$ cat src/hdl/mts_pkg.sv
// Shared types, constants and helpers for the memory test sequencer.
// Used by every module of the sequencer; depends on nothing else.
package mts_pkg;

   localparam int ADDR_W     = 16;
   localparam int ADDR_LINES = 11;
   localparam int LINE_W     = 4;
   localparam int DATA_W     = 8;
   localparam int KIND_W     = 3;
   localparam int STEP_W     = $clog2(ADDR_LINES + 2);

   localparam int CMD_DEPTH  = 4;
   localparam int CMD_PTR_W  = $clog2(CMD_DEPTH);
   localparam int RSP_DEPTH  = 2;
   localparam int RSP_PTR_W  = $clog2(RSP_DEPTH);

   localparam int CSR_IDX_W  = 1;
   localparam logic [CSR_IDX_W-1:0] CSR_START = 1'b0;
   localparam logic [CSR_IDX_W-1:0] CSR_END   = 1'b1;

   localparam logic [ADDR_W-1:0] START_RESET = 16'h2200;
   localparam logic [ADDR_W-1:0] END_RESET   = 16'hFFFF;

   localparam logic [DATA_W-1:0] PAT_ZERO = 8'h00;
   localparam logic [DATA_W-1:0] PAT_ONES = 8'hFF;
   localparam logic [DATA_W-1:0] PAT_A    = 8'hAA;
   localparam logic [DATA_W-1:0] PAT_B    = 8'h55;

   localparam logic OP_START = 1'b0;
   localparam logic OP_READ  = 1'b1;

   localparam logic [KIND_W-1:0] KIND_WRITE   = 3'd0;
   localparam logic [KIND_W-1:0] KIND_READ    = 3'd1;
   localparam logic [KIND_W-1:0] KIND_AFAULT  = 3'd2;
   localparam logic [KIND_W-1:0] KIND_DFAULT  = 3'd3;
   localparam logic [KIND_W-1:0] KIND_CATA    = 3'd4;
   localparam logic [KIND_W-1:0] KIND_COMPL   = 3'd5;
   localparam logic [KIND_W-1:0] KIND_PASS    = 3'd6;

   typedef struct packed {
      logic              op;
      logic [DATA_W-1:0] read_data;
   } req_type;

   typedef struct packed {
      logic [KIND_W-1:0] kind;
      logic [ADDR_W-1:0] address;
      logic [DATA_W-1:0] data;
      logic [LINE_W-1:0] line;
      logic [DATA_W-1:0] bit_mask;
      logic              last;
   } rsp_type;

   // One classified input: the set of beat groups it expands into.
   typedef struct packed {
      logic              rep;
      logic              flt;
      logic              beg;
      logic              rdl;
      logic              wr;
      logic [ADDR_W-1:0] addr;
      logic [KIND_W-1:0] rep_kind;
      logic [DATA_W-1:0] rep_data;
      logic [DATA_W-1:0] rep_mask;
      logic [DATA_W-1:0] flt_data;
      logic [LINE_W-1:0] flt_line;
      logic [LINE_W-1:0] next_line;
      logic [DATA_W-1:0] pattern;
   } cmd_type;

   // Address plus two to the power of the line index, wrapping at ADDR_W bits.
   function automatic logic [ADDR_W-1:0] line_addr(input logic [ADDR_W-1:0] base,
                                                   input logic [LINE_W-1:0] idx);
      line_addr = base + (ADDR_W'(1) << idx);
   endfunction

endpackage

$ cat src/hdl/mts_front.sv
// Front end of the memory test sequencer: configuration registers, test state
// and classification of each accepted beat into a command. Uses mts_pkg.
module mts_front (
   input  logic                               clock,
   input  logic                               reset,
   input  logic                               csr_we,
   input  logic [mts_pkg::CSR_IDX_W-1:0]      csr_index,
   input  logic [mts_pkg::ADDR_W-1:0]         csr_wdata,
   input  logic                               accept,
   input  mts_pkg::req_type                   req,
   output logic                               cmd_valid,
   output mts_pkg::cmd_type                   cmd
);

   localparam logic [2:0] PH_IDLE  = 3'd0;
   localparam logic [2:0] PH_LINES = 3'd1;
   localparam logic [2:0] PH_CHECK = 3'd2;
   localparam logic [2:0] PH_COMPL = 3'd3;
   localparam logic [2:0] PH_HALT  = 3'd4;

   logic [mts_pkg::ADDR_W-1:0] start_ff, end_ff, taddr_ff, taddr_in;
   logic [mts_pkg::LINE_W-1:0] line_ff, line_in, nl;
   logic [mts_pkg::DATA_W-1:0] pat_ff, pat_in, rd, np;
   logic [2:0]                 phase_ff, phase_in;

   always_comb begin
      cmd       = '0;
      cmd.addr  = taddr_ff;
      cmd_valid = 1'b0;
      taddr_in  = taddr_ff;
      line_in   = line_ff;
      pat_in    = pat_ff;
      phase_in  = phase_ff;
      rd        = req.read_data;
      nl        = line_ff + mts_pkg::LINE_W'(1);
      np        = (pat_ff == mts_pkg::PAT_A) ? mts_pkg::PAT_B : mts_pkg::PAT_A;
      if (accept) begin
         if (req.op == mts_pkg::OP_START) begin
            cmd_valid = 1'b1;
            cmd.beg   = 1'b1;
            cmd.addr  = start_ff;
            taddr_in  = start_ff;
            pat_in    = mts_pkg::PAT_ZERO;
            line_in   = mts_pkg::LINE_W'(1);
            phase_in  = PH_LINES;
         end else begin
            case (phase_ff)
               PH_LINES: begin
                  cmd_valid    = 1'b1;
                  cmd.flt      = (rd != mts_pkg::PAT_ZERO);
                  cmd.flt_data = rd;
                  cmd.flt_line = line_ff;
                  if (nl != '0 && {1'b0, nl} < (mts_pkg::LINE_W + 1)'(mts_pkg::ADDR_LINES)) begin
                     cmd.rdl       = 1'b1;
                     cmd.next_line = nl;
                     line_in       = nl;
                  end else begin
                     cmd.wr      = 1'b1;
                     cmd.pattern = mts_pkg::PAT_A;
                     line_in     = '0;
                     pat_in      = mts_pkg::PAT_A;
                     phase_in    = PH_CHECK;
                  end
               end
               PH_CHECK: begin
                  cmd_valid = 1'b1;
                  if (rd == pat_ff) begin
                     if (pat_ff == mts_pkg::PAT_A) begin
                        cmd.wr      = 1'b1;
                        cmd.pattern = mts_pkg::PAT_B;
                        pat_in      = mts_pkg::PAT_B;
                     end else if (taddr_ff == end_ff) begin
                        cmd.rep      = 1'b1;
                        cmd.rep_kind = mts_pkg::KIND_PASS;
                        phase_in     = PH_HALT;
                     end else begin
                        cmd.beg  = 1'b1;
                        cmd.addr = taddr_ff + mts_pkg::ADDR_W'(1);
                        taddr_in = taddr_ff + mts_pkg::ADDR_W'(1);
                        line_in  = mts_pkg::LINE_W'(1);
                        phase_in = PH_LINES;
                     end
                  end else if (rd == mts_pkg::PAT_ZERO) begin
                     cmd.rep      = 1'b1;
                     cmd.rep_kind = mts_pkg::KIND_CATA;
                     cmd.rep_data = pat_ff;
                     phase_in     = PH_HALT;
                  end else begin
                     cmd.rep      = 1'b1;
                     cmd.rep_kind = mts_pkg::KIND_DFAULT;
                     cmd.rep_data = pat_ff;
                     cmd.rep_mask = rd ^ pat_ff;
                     cmd.wr       = 1'b1;
                     cmd.pattern  = np;
                     pat_in       = np;
                     phase_in     = PH_COMPL;
                  end
               end
               PH_COMPL: begin
                  cmd_valid    = 1'b1;
                  cmd.rep      = 1'b1;
                  cmd.rep_kind = mts_pkg::KIND_COMPL;
                  cmd.rep_data = rd;
                  cmd.rep_mask = rd ^ pat_ff;
                  phase_in     = PH_HALT;
               end
               default: begin
               end
            endcase
         end
      end
   end

   always_ff @(posedge clock) begin
      if (reset) begin
         start_ff <= mts_pkg::START_RESET;
         end_ff   <= mts_pkg::END_RESET;
         taddr_ff <= mts_pkg::START_RESET;
         line_ff  <= '0;
         pat_ff   <= '0;
         phase_ff <= PH_IDLE;
      end else begin
         if (csr_we && csr_index == mts_pkg::CSR_START) begin
            start_ff <= csr_wdata;
         end
         if (csr_we && csr_index == mts_pkg::CSR_END) begin
            end_ff <= csr_wdata;
         end
         taddr_ff <= taddr_in;
         line_ff  <= line_in;
         pat_ff   <= pat_in;
         phase_ff <= phase_in;
      end
   end

endmodule

$ cat src/hdl/mts_cmd_queue.sv
// Short command queue between the front and back ends of the sequencer.
// Uses mts_pkg for the command type and depth.
module mts_cmd_queue (
   input  logic             clock,
   input  logic             reset,
   input  logic             push,
   input  mts_pkg::cmd_type push_data,
   output logic             full,
   input  logic             pop,
   output logic             empty,
   output mts_pkg::cmd_type pop_data
);

   mts_pkg::cmd_type                 mem_ff [mts_pkg::CMD_DEPTH];
   logic [mts_pkg::CMD_PTR_W-1:0]    wptr_ff, rptr_ff;
   logic [mts_pkg::CMD_PTR_W:0]      count_ff, count_in;
   logic                             wr_en, rd_en;

   assign full     = (count_ff == (mts_pkg::CMD_PTR_W + 1)'(mts_pkg::CMD_DEPTH));
   assign empty    = (count_ff == '0);
   assign wr_en    = push && !full;
   assign rd_en    = pop && !empty;
   assign pop_data = mem_ff[rptr_ff];

   always_comb begin
      count_in = count_ff;
      if (wr_en && !rd_en) begin
         count_in = count_ff + 1'b1;
      end else if (rd_en && !wr_en) begin
         count_in = count_ff - 1'b1;
      end
   end

   always_ff @(posedge clock) begin
      if (wr_en) begin
         mem_ff[wptr_ff] <= push_data;
      end
   end

   always_ff @(posedge clock) begin
      if (reset) begin
         wptr_ff  <= '0;
         rptr_ff  <= '0;
         count_ff <= '0;
      end else begin
         if (wr_en) begin
            wptr_ff <= wptr_ff + 1'b1;
         end
         if (rd_en) begin
            rptr_ff <= rptr_ff + 1'b1;
         end
         count_ff <= count_in;
      end
   end

endmodule

$ cat src/hdl/mts_back.sv
// Back end of the sequencer: expands each command into result beats, one per cycle
// while out_full is low, in the fixed order report, fault, clear, sweep, read, write,
// read. Uses mts_pkg.
module mts_back (
   input  logic             clock,
   input  logic             reset,
   input  logic             cmd_avail,
   input  mts_pkg::cmd_type cmd,
   output logic             cmd_take,
   input  logic             out_full,
   output logic             out_push,
   output mts_pkg::rsp_type beat
);

   mts_pkg::cmd_type            cmd_ff;
   logic                        rep_ff, flt_ff, clr_ff, beg_ff, rdl_ff, wr_ff, rdb_ff;
   logic                        rep_c, flt_c, clr_c, beg_c, rdl_c, wr_c, rdb_c;
   logic [mts_pkg::STEP_W-1:0]  cnt_ff, cnt_c;
   logic                        busy, fire, more;

   assign busy = rep_ff | flt_ff | clr_ff | beg_ff | rdl_ff | wr_ff | rdb_ff;

   always_comb begin
      beat          = '0;
      beat.kind     = mts_pkg::KIND_WRITE;
      beat.address  = cmd_ff.addr;
      {rep_c, flt_c, clr_c, beg_c, rdl_c, wr_c, rdb_c} =
         {rep_ff, flt_ff, clr_ff, beg_ff, rdl_ff, wr_ff, rdb_ff};
      cnt_c         = cnt_ff;
      if (rep_ff) begin
         beat.kind     = cmd_ff.rep_kind;
         beat.data     = cmd_ff.rep_data;
         beat.bit_mask = cmd_ff.rep_mask;
         rep_c         = 1'b0;
      end else if (flt_ff) begin
         beat.kind = mts_pkg::KIND_AFAULT;
         beat.data = cmd_ff.flt_data;
         beat.line = cmd_ff.flt_line;
         flt_c     = 1'b0;
      end else if (clr_ff) begin
         beat.address = mts_pkg::line_addr(cmd_ff.addr, cmd_ff.flt_line);
         clr_c        = 1'b0;
      end else if (beg_ff) begin
         cnt_c = cnt_ff + 1'b1;
         if (cnt_ff < mts_pkg::STEP_W'(mts_pkg::ADDR_LINES)) begin
            beat.address = mts_pkg::line_addr(cmd_ff.addr, mts_pkg::LINE_W'(cnt_ff));
         end else if (cnt_ff == mts_pkg::STEP_W'(mts_pkg::ADDR_LINES)) begin
            beat.data = mts_pkg::PAT_ONES;
         end else begin
            beat.kind    = mts_pkg::KIND_READ;
            beat.address = mts_pkg::line_addr(cmd_ff.addr, mts_pkg::LINE_W'(1));
            beg_c        = 1'b0;
         end
      end else if (rdl_ff) begin
         beat.kind    = mts_pkg::KIND_READ;
         beat.address = mts_pkg::line_addr(cmd_ff.addr, cmd_ff.next_line);
         rdl_c        = 1'b0;
      end else if (wr_ff) begin
         beat.data = cmd_ff.pattern;
         wr_c      = 1'b0;
      end else begin
         beat.kind = mts_pkg::KIND_READ;
         rdb_c     = 1'b0;
      end
      more      = rep_c | flt_c | clr_c | beg_c | rdl_c | wr_c | rdb_c;
      beat.last = !more;
   end

   assign fire     = busy && !out_full;
   assign out_push = fire;
   assign cmd_take = cmd_avail && (!busy || (fire && !more));

   always_ff @(posedge clock) begin
      if (cmd_take) begin
         cmd_ff <= cmd;
      end
   end

   always_ff @(posedge clock) begin
      if (reset) begin
         {rep_ff, flt_ff, clr_ff, beg_ff, rdl_ff, wr_ff, rdb_ff} <= '0;
         cnt_ff <= '0;
      end else if (cmd_take) begin
         rep_ff <= cmd.rep;
         flt_ff <= cmd.flt;
         clr_ff <= cmd.flt;
         beg_ff <= cmd.beg;
         rdl_ff <= cmd.rdl;
         wr_ff  <= cmd.wr;
         rdb_ff <= cmd.wr;
         cnt_ff <= '0;
      end else if (fire) begin
         {rep_ff, flt_ff, clr_ff, beg_ff, rdl_ff, wr_ff, rdb_ff} <=
            {rep_c, flt_c, clr_c, beg_c, rdl_c, wr_c, rdb_c};
         cnt_ff <= cnt_c;
      end
   end

endmodule

$ cat src/hdl/mts_rsp_queue.sv
// Two-entry result queue that parts the back end from the result port.
// Uses mts_pkg for the result type and depth.
module mts_rsp_queue (
   input  logic             clock,
   input  logic             reset,
   input  logic             push,
   input  mts_pkg::rsp_type push_data,
   output logic             full,
   input  logic             pop,
   output logic             empty,
   output mts_pkg::rsp_type pop_data
);

   mts_pkg::rsp_type                 mem_ff [mts_pkg::RSP_DEPTH];
   logic [mts_pkg::RSP_PTR_W-1:0]    wptr_ff, rptr_ff;
   logic [mts_pkg::RSP_PTR_W:0]      count_ff, count_in;
   logic                             wr_en, rd_en;

   assign full     = (count_ff == (mts_pkg::RSP_PTR_W + 1)'(mts_pkg::RSP_DEPTH));
   assign empty    = (count_ff == '0);
   assign wr_en    = push && !full;
   assign rd_en    = pop && !empty;
   assign pop_data = mem_ff[rptr_ff];

   always_comb begin
      count_in = count_ff;
      if (wr_en && !rd_en) begin
         count_in = count_ff + 1'b1;
      end else if (rd_en && !wr_en) begin
         count_in = count_ff - 1'b1;
      end
   end

   always_ff @(posedge clock) begin
      if (wr_en) begin
         mem_ff[wptr_ff] <= push_data;
      end
   end

   always_ff @(posedge clock) begin
      if (reset) begin
         wptr_ff  <= '0;
         rptr_ff  <= '0;
         count_ff <= '0;
      end else begin
         if (wr_en) begin
            wptr_ff <= wptr_ff + 1'b1;
         end
         if (rd_en) begin
            rptr_ff <= rptr_ff + 1'b1;
         end
         count_ff <= count_in;
      end
   end

endmodule

$ cat src/hdl/memory_test_sequencer_top.sv
// Memory test sequencer top level. The first result beat of an input passes through the
// command queue, the back-end command register and the result queue to the rsp_ ports; the
// back end then emits one beat per cycle while the result queue has room, and an input
// yields 1 to 13 beats (13 when a new address sweep starts). Inputs are taken every cycle
// until the four-entry command queue fills. Synchronous active-high reset sets start 0x2200,
// end 0xFFFF, the test idle and both queues empty; there is no clearing pass.
module memory_test_sequencer_top (
   input  logic                          clock,
   input  logic                          reset,
   input  logic                          csr_we,
   input  logic [mts_pkg::CSR_IDX_W-1:0] csr_index,
   input  logic [mts_pkg::ADDR_W-1:0]    csr_wdata,
   input  logic                          req_push,
   output logic                          req_full,
   input  mts_pkg::req_type              req_data,
   output logic                          rsp_empty,
   input  logic                          rsp_pop,
   output mts_pkg::rsp_type              rsp_data
);

   // The front end owns the test state and turns each accepted beat into at most one command.
   logic             accept;
   logic             cmd_valid;
   mts_pkg::cmd_type cmd;

   // The command queue lets the front end keep taking beats while the back end
   // is still expanding an earlier command.
   logic             cq_empty;
   logic             cq_take;
   mts_pkg::cmd_type cq_data;

   // The back end pushes one result beat per cycle into the result queue while it has room.
   logic             rq_full;
   logic             rq_push;
   mts_pkg::rsp_type beat;

   assign accept = req_push && !req_full;

   mts_front u_front (
      .clock     (clock),
      .reset     (reset),
      .csr_we    (csr_we),
      .csr_index (csr_index),
      .csr_wdata (csr_wdata),
      .accept    (accept),
      .req       (req_data),
      .cmd_valid (cmd_valid),
      .cmd       (cmd)
   );

   // A beat that causes no result (read data while idle or halted) pushes nothing.
   mts_cmd_queue u_cmd_queue (
      .clock     (clock),
      .reset     (reset),
      .push      (cmd_valid),
      .push_data (cmd),
      .full      (req_full),
      .pop       (cq_take),
      .empty     (cq_empty),
      .pop_data  (cq_data)
   );

   mts_back u_back (
      .clock     (clock),
      .reset     (reset),
      .cmd_avail (!cq_empty),
      .cmd       (cq_data),
      .cmd_take  (cq_take),
      .out_full  (rq_full),
      .out_push  (rq_push),
      .beat      (beat)
   );

   // The result queue holds finished beats so that a stalled consumer only stops the back end.
   mts_rsp_queue u_rsp_queue (
      .clock     (clock),
      .reset     (reset),
      .push      (rq_push),
      .push_data (beat),
      .full      (rq_full),
      .pop       (rsp_pop),
      .empty     (rsp_empty),
      .pop_data  (rsp_data)
   );

endmodule

$ cat config.mk
export PLATFORM = sky130hd
export DESIGN_NAME = memory_test_sequencer_top
export DESIGN_NICKNAME = d
export VERILOG_FILES = /design/src/hdl/mts_pkg.sv /design/src/hdl/mts_front.sv /design/src/hdl/mts_cmd_queue.sv /design/src/hdl/mts_back.sv /design/src/hdl/mts_rsp_queue.sv /design/src/hdl/memory_test_sequencer_top.sv
export SDC_FILE = /design/constraint.sdc
export NUM_CORES = 1
export LEC_CHECK = 0
export BUFFER_PORTS_ARGS = -buffer_cell sky130_fd_sc_hd__buf_2
export CORE_ASPECT_RATIO = 0.6
export CORE_MARGIN = 3
export CORE_UTILIZATION = 50
export DETAILED_ROUTE_END_ITERATION = 8
export GPL_ROUTABILITY_DRIVEN = 0
export PLACE_DENSITY = 0.71
export RECOVER_POWER = 25
export SLEW_MARGIN = 20
export SYNTH_ARGS = -nofsm -noshare
export SYNTH_HDL_FRONTEND = slang
export SYNTH_SLANG_ARGS = --single-unit
$ cat constraint.sdc
create_clock -name clock -period 5.3 [get_ports clock]
set_input_delay 0.265 -clock clock [delete_from_list [all_inputs] [get_ports clock]]
set_output_delay 0.265 -clock clock [all_outputs]
set_load 0.03 [all_outputs]
==> results.json <==
{
  "outcome": "finished, violations left",
  "violations": "max-capacitance violations, max-slew violations",
  "critPathSlowestCell": "or2_0",
  "register_area_sq_mm": 0.01261,
  "ir_drop_mv": 0.3810,
  "p_sw_mw": 5.248,
  "syn2layout_area_growth_pct": 11.47,
  "pwr-share-comb_pct": 36.4,
  "power_frac_clock_pct": 22.0,
  "root_buffer": "clkbuf_16",
  "grt_pass1_wl_um": 78710,
  "grtUsageTotal_pct": 22.89,
  "power-per-cell-area_mw_per_mm2": 585.2,
  "endpoint_kind": "flop",
  "n_fill_cell": 3250,
  "die_x_um": 271,
  "overflow": 0,
  "start_util_pct": 51.37,
  "synthesis.area_sq_mm": 0.02107,
  "required_ns": 5.76,
  "ys_types": 78,
  "num_vias": 13880,
  "first_global_vias": 13220,
  "rows": 57,
  "cts.repair.resized": 0,
  "dp_cells": 2188,
  "cp.arrival_ns": 4.73,
  "drive_gt1_share_pct": 15.80,
  "synth_compound_area_share_pct": 10.70,
  "post-place-ws_ns": 1.517,
  "drt-total-wl_um": 50950,
  "start_kind": "flop",
  "syn-num-nets": 1710,
  "synth_xor_xnor_area_share_pct": 3.451,
  "syn_area_per_cell_sq_um": 13.05,
  "hpwl_um": 35030,
  "drcViolationCount": 0,
  "finalNonFillerCells": 2282,
  "synthDominantCellAreaShare_pct": 52.03,
  "slowest_delay_ns": 0.96,
  "layout_common_cells": "365 x edfxtp_1, 116 x nand2_1, 115 x nor2_1",
  "crit_fanout": 27,
  "synth_edf_count": 365,
  "syn_inst": 1614,
  "min_path_type": "in -> reg",
  "intPower_mw": 8.495,
  "clk_path_buf_depth": 3,
  "htreeDepth": 2,
  "wire_per_inst_um": 22.32,
  "drv_slew": 140,
  "coreArea_sq_mm": 0.04101,
  "criticalPathCategory": "reg -> reg",
  "cts_tree": "done",
  "total_power_mw": 13.74,
  "grt_max_degree": 62,
  "max_slew.worst_pin.slew_ns": 2.956,
  "cp_cell_sequence": "or2_0, or3_1, nand2_1, a41oi_1, nor2_4, inv_1, ha_1, inv_1, fa_1, xor2_1, or3_1, a21oi_1",
  "drt_iter0_markers": 1692,
  "synth_area_leaders": "edfxtp_1 52%, dfxtp_1 7.8%, mux4_2 6.2%",
  "synth_top_flop_cell": "edfxtp_1",
  "yosysTopAreaCell": "edfxtp_1",
  "viasPerCell": 6.081,
  "cellLeakagePower_nw": 8.309,
  "maxCapViolations": 3,
  "synthArstFlopShare_pct": 0,
  "period_needed_ns": 4.272,
  "synthMuxAreaShare_pct": 8.677,
  "worstSkewPairLatency_ns": 0.57,
  "grt_setup_unrepaired": "no",
  "synth_top_family_by_area": "simple AND/OR/NAND/NOR gates",
  "finalHoldViolCount": 0,
  "p_sw_share_pct": 38.18,
  "antenna_found_initial": 1,
  "ant_nets": 0,
  "ys_seq_elements": 447,
  "cts_setup_buffers": 0,
  "fmax_ghz": 0.2341,
  "pin_count": 73,
  "multi_input_area_sq_mm": 0.008045,
  "yosysSeqAreaShare_pct": 59.82,
  "setup_viol": 0,
  "timing.final.crit_share_pct": 80.60,
  "maxSlewHeadroom_pct": -97.31,
  "cts_buffers": 42,
  "synthSimpleGateAreaFrac_pct": 11.43,
  "numPortBuffers": 72,
  "post-route-worst-setup-slack_ns": 1.028,
  "path_clk_slew_ns": 0.07,
  "die_h_um": 165,
  "drt_pass1_iterations": 6,
  "power_frac_seq_pct": 41.5,
  "final_common_cell": "edfxtp_1",
  "synth-adder-area-share_pct": 4.003,
  "yosysWarnings": 0,
  "fin_skew_ns": 0.03293,
  "nNetsFinal": 1784,
  "antennaDiodeCount": 0,
  "cts.sinks": 447,
  "fin_tns_setup_ns": 0,
  "die_area_sq_mm": 0.04472
}
-- state kept, by name, indices dropped and copies added, names as in the netlist, 2 cells and up, named ones only --
name                  count
u_front.taddr_ff         16
u_front.phase_ff          3
u_cmd_queue.wptr_ff       2
u_front.pat_ff            2
u_back.cnt_ff             4
u_front.start_ff         16
u_cmd_queue.count_ff      3
u_rsp_queue.mem_ff       80
u_back.cmd_ff            53
u_front.line_ff           4
u_front.end_ff           16
u_rsp_queue.count_ff      2
u_cmd_queue.mem_ff      232
u_cmd_queue.rptr_ff       2
-- kinds of logic after synthesis --
kind of cell,count (synthesis)
flip-flops,447
XOR/XNOR,83
multiplexers,105
AO/OA/AOI/OAI,336
adder cells (fa/ha/maj),65
AND/OR/NAND/NOR,475
buffers and inverters,103
-- worst paths after layout --
kind / from / end / slack (ns) / cells past startpoint
setup / recovery: u_back.rep_ff$_SDFFE_PP0P_ / u_cmd_queue.count_ff[2]$_SDFFE_PP0P_ / 1.03 / 12
hold / removal: rsp_pop / u_rsp_queue.rptr_ff$_SDFFE_PP0P_ / 0.14 / 4
setup reg to reg: u_back.rep_ff$_SDFFE_PP0P_ / u_cmd_queue.count_ff[2]$_SDFFE_PP0P_ / 1.03 / 12
hold reg to reg: u_front.start_ff[15]$_SDFFE_PP0P_ / u_front.start_ff[15]$_SDFFE_PP0P_ / 0.46 / 2
-- routing by layer --
layer | part of all wire [%] | GRT usage (%) | routed length, um | vias to the layer above
met3 | 10 | 5.663 | 5342 | 79
li1 | - | - | - | 6315
met2 | 41 | 32.46 | 21110 | 595
met5 | 0 | 0 | 0 | -
met1 | 46 | 35.55 | 23670 | 6888
met4 | 1.6 | 4.873 | 820 | 0
-- critical path, delay by kind of cell (launching register included) --
| family | cells | cell delay (ns) |
|---|---|---|
| and+or+nand+nor | 5 | 1.68 |
| DFF | 1 | 0.84 |
| AOI/OAI and AO/OA | 2 | 0.75 |
| adders and majority gates | 2 | 0.57 |
| buffers and inverters | 2 | 0.16 |
| xor gates and xnor gates | 1 | 0.16 |
-- power by group through the flow --
stage / clock network [mW] / registers, mW / logic (mW)
global placement: 0 / 5.71 / 4.76
detailed placement: 0 / 5.76 / 4.85
finish: 3.03 / 5.71 / 5.01
CTS: 3.08 / 5.68 / 4.90
floorplan: 0 / 5.33 / 3.64
global route: 3.24 / 5.79 / 5.37
-- layout make-up --
class / count / share of cell area [%]
clock buffer: 54 / 5.019
multi-input combinational: 1064 / 34.26
tap: 560 / 2.983
inverter: 30 / 0.4795
timing repair buffer: 103 / 2.648
sequential: 447 / 53.68
clock inverter: 24 / 0.9323
-- synthesized netlist by cell type, drive strengths merged (13+ instances only) --
library cell and instances:
a211o 20, a211oi 16, a21o 17, a21oi 106, a31oi 13, and2 46, and3 31, buf 17
clkbuf 56, dfxtp 82, edfxtp 365, ha 61, inv 30, mux2 41, mux4 58, nand2 117
nand2b 19, nand3 34, nor2 116, nor2b 27, nor3 31, o21ai 55, o22ai 14, xnor2 43
xor2 40
-- through the flow --
| step | instance area [sq um] | hold WS [ns] | utilization [%] |
|---|---|---|---|
| detailed placement | 21970 | 0.4503 | 53.58 |
| global route | 23490 | 0.1691 | 57.27 |
| floorplan | 21070 | 0.3862 | - |
| global placement | 21970 | 0.4482 | 53.58 |
| finish | 23490 | 0.1395 | 57.27 |
| CTS | 23530 | 0.1216 | 57.38 |
-- timing repair --
action | 4_1_cts | 5_1_grt
hold buffers | 16 | 0
endpoints found under the hold margin | 16 | 0
setup endpoints to repair | 0 | 0
Note: power is estimated with default switching activity, not from simulation.
